==> config.mk <==
export PLATFORM = sky130hd
export DESIGN_NAME = bss_cell
export DESIGN_NICKNAME = d
export VERILOG_FILES = /design/src/rtl/core/bss_pkg.sv /design/src/rtl/core/bss_cell.sv
export SDC_FILE = /design/constraint.sdc
export NUM_CORES = 1
export LEC_CHECK = 0
export BUFFER_PORTS_ARGS = -buffer_cell sky130_fd_sc_hd__buf_2
export CAP_MARGIN = 20
export CELL_PAD_IN_SITES_DETAIL_PLACEMENT = 1
export CELL_PAD_IN_SITES_GLOBAL_PLACEMENT = 1
export CORE_MARGIN = 3
export CORE_UTILIZATION = 30
export CTS_CLUSTER_SIZE = 14
export DETAILED_ROUTE_END_ITERATION = 10
export PLACE_DENSITY = 0.86
export SLEW_MARGIN = 20
export SYNTH_ARGS = -nofsm -noshare
export SYNTH_HDL_FRONTEND = slang
export SYNTH_SLANG_ARGS = --single-unit
==> constraint.sdc <==
create_clock -name clk -period 1.3 [get_ports clk]
set_input_delay 0.065 -clock clk [delete_from_list [all_inputs] [get_ports clk]]
set_output_delay 0.065 -clock clk [all_outputs]
set_load 0.1 [all_outputs]
==> src/rtl/core/bss_pkg.sv <==
// Shared types and constants for the bounded stack with search.
`default_nettype none
package bss_pkg;

	localparam int DATA_W    = 32;
	localparam int CAP_W     = 7;
	localparam int DEPTH_DEF = 64;

	localparam logic [CAP_W-1:0]  CAP_RESET = 7'd64;
	localparam logic [DATA_W-1:0] NEG_ONE   = 32'hFFFF_FFFF;

	typedef enum logic [1:0] {
		MODE_PUSH   = 2'd0,
		MODE_POP    = 2'd1,
		MODE_SEARCH = 2'd2,
		MODE_NONE   = 2'd3
	} mode_t;

	typedef enum logic [1:0] {
		ST_OK    = 2'd0,
		ST_FULL  = 2'd1,
		ST_EMPTY = 2'd2
	} status_t;

	typedef enum logic {
		FSM_IDLE,
		FSM_SEARCH
	} fsm_t;

	typedef struct packed {
		logic push;
		logic pop;
	} cell_ctl_t;

	typedef struct packed {
		logic              vld;
		logic              hit;
		logic [DATA_W-1:0] key;
	} token_t;

endpackage
`default_nettype wire

==> src/rtl/core/bss_cell.sv <==
// One stack cell: holds an entry, shifts on push and pop, and checks a passing search key.
`default_nettype none
module bss_cell (
	input  wire logic                      clk,
	input  wire logic                      arst_n,
	input  wire bss_pkg::cell_ctl_t        ctl,
	input  wire logic [bss_pkg::DATA_W-1:0] prev_entry,
	input  wire logic                      prev_valid,
	input  wire logic [bss_pkg::DATA_W-1:0] next_entry,
	input  wire logic                      next_valid,
	output logic      [bss_pkg::DATA_W-1:0] entry,
	output logic                           valid,
	input  wire bss_pkg::token_t           tok_in,
	output bss_pkg::token_t                tok_out
);

	logic [bss_pkg::DATA_W-1:0] entry_q;
	logic                       valid_q;
	logic                       tok_vld_q;
	logic                       tok_hit_q;
	logic [bss_pkg::DATA_W-1:0] tok_key_q;

	always_ff @(posedge clk) begin
		if (ctl.push) begin
			entry_q <= prev_entry;
		end else if (ctl.pop) begin
			entry_q <= next_entry;
		end
	end

	always_ff @(posedge clk or negedge arst_n) begin
		if (!arst_n) begin
			valid_q   <= 1'b0;
			tok_vld_q <= 1'b0;
		end else begin
			if (ctl.push) begin
				valid_q <= prev_valid;
			end else if (ctl.pop) begin
				valid_q <= next_valid;
			end
			tok_vld_q <= tok_in.vld;
		end
	end

	always_ff @(posedge clk) begin
		tok_key_q <= tok_in.key;
		tok_hit_q <= tok_in.hit | (tok_in.vld & valid_q & (entry_q == tok_in.key));
	end

	assign entry       = entry_q;
	assign valid       = valid_q;
	assign tok_out.vld = tok_vld_q;
	assign tok_out.hit = tok_hit_q;
	assign tok_out.key = tok_key_q;

endmodule
`default_nettype wire

Word-level counts from Yosys, hierarchy flattened
Cells that the tools add are included.
{"block": "word_totals", "reg_bits": 67, "in_bits": 104, "word_cells": 14}
{"block": "op_classes", "n_eq_ne": 1, "n_mux": 4, "bitwise": 3, "reduce_logical": 1}
{"op": "$mux 32", "count": 2}
{"op": "$eq 32x32->1", "count": 1}
{"op": "$and 1x1->1", "count": 2}
{"op": "$mux 1", "count": 2}
{"op": "$reduce_bool 2->1", "count": 1}
{"op": "$or 1x1->1", "count": 1}

Depth between registers and ports, before layout
{"block": "depth", "ltp_word": 3, "depth_mapped": 4}

Worst setup path after synthesis
No wires, ideal clock.
{"block": "synth_path", "path_kind": "flip-flop to flip-flop", "from": "register entry_q, in the netlist entry[10]", "to": "register tok_hit_q", "t_arrival_ns": 1.654, "setup_slack_ns": -0.412, "path_stages_with_launch": 5, "n_path_buf": 0, "synth_period_minus_slack_ns": 1.712, "cell_sequence": "edfxtp_1 -> xnor2_1 -> nand4_1 -> nor4_1 -> a31o_1"}
{"block": "synth_between", "elab_chain_cells": 3}
{"element": "from (decl)", "line_no": "bss_cell.sv:17", "rtl": "logic [bss_pkg::DATA_W-1:0] entry_q;"}
{"element": "from (signal assigned)", "line_no": "bss_cell.sv:25", "rtl": "entry_q <= prev_entry;"}
{"element": "from (signal assigned)", "line_no": "bss_cell.sv:27", "rtl": "entry_q <= next_entry;"}
{"element": "$eq 32x32->1", "line_no": "bss_cell.sv:47", "rtl": "tok_hit_q <= tok_in.hit | (tok_in.vld & valid_q & (entry_q == tok_in.key));"}
{"element": "$and 1x1->1", "line_no": "bss_cell.sv:47"}
{"element": "$or 1x1->1", "line_no": "bss_cell.sv:47"}
{"element": "to (signal assigned)", "line_no": "bss_cell.sv:47"}
{"element": "to (decl)", "line_no": "bss_cell.sv:20", "rtl": "logic tok_hit_q;"}
No other way between the ends.
A chain may end at the register's enable or synchronous reset.

Worst setup path in the final report
{"block": "layout_path", "from": "register entry_q, in the netlist entry[16]", "to": "register tok_hit_q"}
The elaborated chain is that of the path after synthesis.

==> out/metrics.cfg <==
[status]
status=finished, violations left
violations=negative setup slack

[worst_hold_path]
min_path_type=in2reg

[finish]
diodes=0
syn_to_final_growth_pct=65.85
layout-drive-gt1-share_pct=60.90
layout.nets=475

[detailed_routing]
drcViolationCount=0
vias=2065
avgViaCountPerCell=4.320
wl_per_cell_um=16.65
drtAntennaViolNets=0
drt_iter0_markers=54
drt_pass1_iterations=4
wl_um=7960

[clock_network]
insertion_delay_ns=0.32
h-tree-depth=3
cts_buffer_depth=2
cts_inserted_buffers=9
cts_tree=done
cts.sinks=67
root_buffer=clkbuf_8
clkSlewWorstSetupHoldPaths_ns=0.08

[setup_path]
critPathMaxFanout=2
arrival_ns=1.62
crit_type=reg2reg
critPathLaunchType=flop
critPathCaptureType=flop
required_ns=1.58

[global_routing]
grt-ovfl-total=0
grt_pass1_vias=2271
grt_pass1_wl_um=11450
antenna_found_initial=0
grt.total_usage_pct=16.95
grt_max_degree=22

[yosys]
muxShareOfSynthArea_pct=15.13
yosys-top-cells-area=edfxtp_1 (39%), dfxtp_1 (27%), mux2_2 (15%), xnor2_1 (10%), dfrtp_1 (2.0%)
yosysMostFrequentCell=dfxtp_1
synth_edf_count=32
synthXorXnorAreaFrac_pct=11.45
synth_cells=153
syn_nets=257
synth_cell_types=17
async_flop_share_pct=2.985
synth_top_family_by_area=multiplexers
ys.flop_type=dfxtp_1
yosys_warnings=0
synth-simple-area-share_pct=3.119
synth_top_cell_by_area=edfxtp_1
ys_seq_area_share_pct=68.30
synthTopCellsByCount=dfxtp_1 (33), edfxtp_1 (32), mux2_2 (32)
synth_fa_ha_area_share_pct=0
synth_seq_cells=67
avgSynthCellArea_um2=16.00
synth_top_area_share_pct=39.26
syn_area_um2=2447
synth_compound_area_share_pct=0.5624

[timing]
hold_viol_final=0
period_share_pct=103.7
fin_crit_ns=1.348
drv_slew=0
fin_ws_ns=-0.04758
hold_ws_ns=0.03340
finalSetupViolCount=1
finClkSkew_ns=0.008943
slew_headroom_pct=66.33
rsz0062_at_grt=true
tightestPinTransition_ns=0.5085
max_freq_ghz=0.7421

[pwr]
ir_worst_vdd_mv=0.6414
p_leak_uw=0.001830
p_per_area_nw_per_um2=1533

[placed_design]
place_congestion=0.6994
place.port_buffers=170
dp_hpwl_um=5791
dp_slack_ns=-0.1322

[floorplan]
core-area_um2=7807
die-area_um2=9278
pin_count=171
floorplan.initialDensity_pct=31.35
rows=32
die-height_um=96.32
die_x_um=96.32

[flow_run]
maxCapViolCount=0

[per-stage QoR]
step | total power (uW) | area, um2 | utilization, % | TNS [ns] | instances
after floorplan | 4054 | 2447 | - | -0.4039 | 153
after global placement | 4456 | 3461 | 44.33 | -0.1184 | 425
after detailed placement | 4496 | 3461 | 44.33 | -0.1322 | 425
after CTS | 6275 | 4031 | 51.63 | -0.08557 | 477
after global routing | 6492 | 4059 | 51.99 | -0.1353 | 478
final | 6222 | 4059 | 51.99 | -0.04758 | 478
[what timing repair did]
action                     in CTS  in global routing
setup endpoints to repair       1                  2
gates resized for setup         3                  3
hold endpoints to repair       37                  1
buffers inserted                1                  0
hold buffers                   35                  1
pin swaps                       4                  3
[cells by family after synthesis]
logic type | count (synthesis)
and+or+nand+nor | 13
AOI/OAI and AO/OA | 2
buffers and inverters | 6
xor gates and xnor gates | 32
DFF | 67
muxes | 33
[routing by layer]
layer | share of wire [%] | track usage (%)
met1 | 34 | 16.90
met2 | 57 | 32.32
met3 | 7.1 | 4.769
met4 | 2.5 | 7.360
met5 | 0 | 0
[power breakdown]
| part | switching, uW | leakage (uW) | internal [uW] |
|---|---|---|---|
| logic | 1550 | 0.00110 | 500 |
| registers | 94.2 | 0.000628 | 2400 |
| clock network | 800 | 0.000103 | 871 |
| total | 2450 | 0.00183 | 3780 |
[worst paths after layout]
path,from,end,slack [ns],cells after the start
hold / removal,next_entry[30],entry[30]$_DFFE_PP_,0.03,2
setup reg to reg,entry[16]$_DFFE_PP_,tok_hit_q$_DFF_P_,-0.05,5
min in group asynchronous,arst_n,valid$_DFFE_PN0P_,0.07,2
setup / recovery,entry[16]$_DFFE_PP_,tok_hit_q$_DFF_P_,-0.05,5
hold reg to reg,valid$_DFFE_PN0P_,valid$_DFFE_PN0P_,0.63,2
max in group asynchronous,arst_n,tok_vld_q$_DFF_PN0_,1.13,2
[area by class of cell]
class / instances / area, um2
fill: 845 / 3749
multi-input combinational: 80 / 769.5
sequential: 67 / 1672
timing repair buffer: 213 / 1294
tap: 102 / 127.6
clock buffer: 12 / 166.4
clock inverter: 4 / 30.03
[sequential cells by signal, summed over array words and instances (netlist names)]
register   count
tok_hit_q      1
tok_key_q     32
tok_vld_q      1
valid          1
entry         32
[cells in the final DEF, fill, tap and decap left out, drive strengths merged]
cell / instances
nand2: 1
nor3: 1
inv: 2
clkinv: 2
mux2i: 1
nand3: 1
xnor2: 29
buf: 176
dlygate4sd3: 36
or2: 1
a31o: 1
dfrtp: 2
dfxtp: 33
nand4: 7
clkbuf: 13
nor4: 2
edfxtp: 32
mux2: 32
o21ai: 1
xor2: 3
[worst max-delay path, cell delays in order, from the launching register on]
cell and delay [ns]:
edfxtp_1 0.40, xnor2_1 0.19, nand4_1 0.15, nor4_2 0.30
buf_4 0.15, a31o_1 0.11
(Power assumes the default switching activity.)
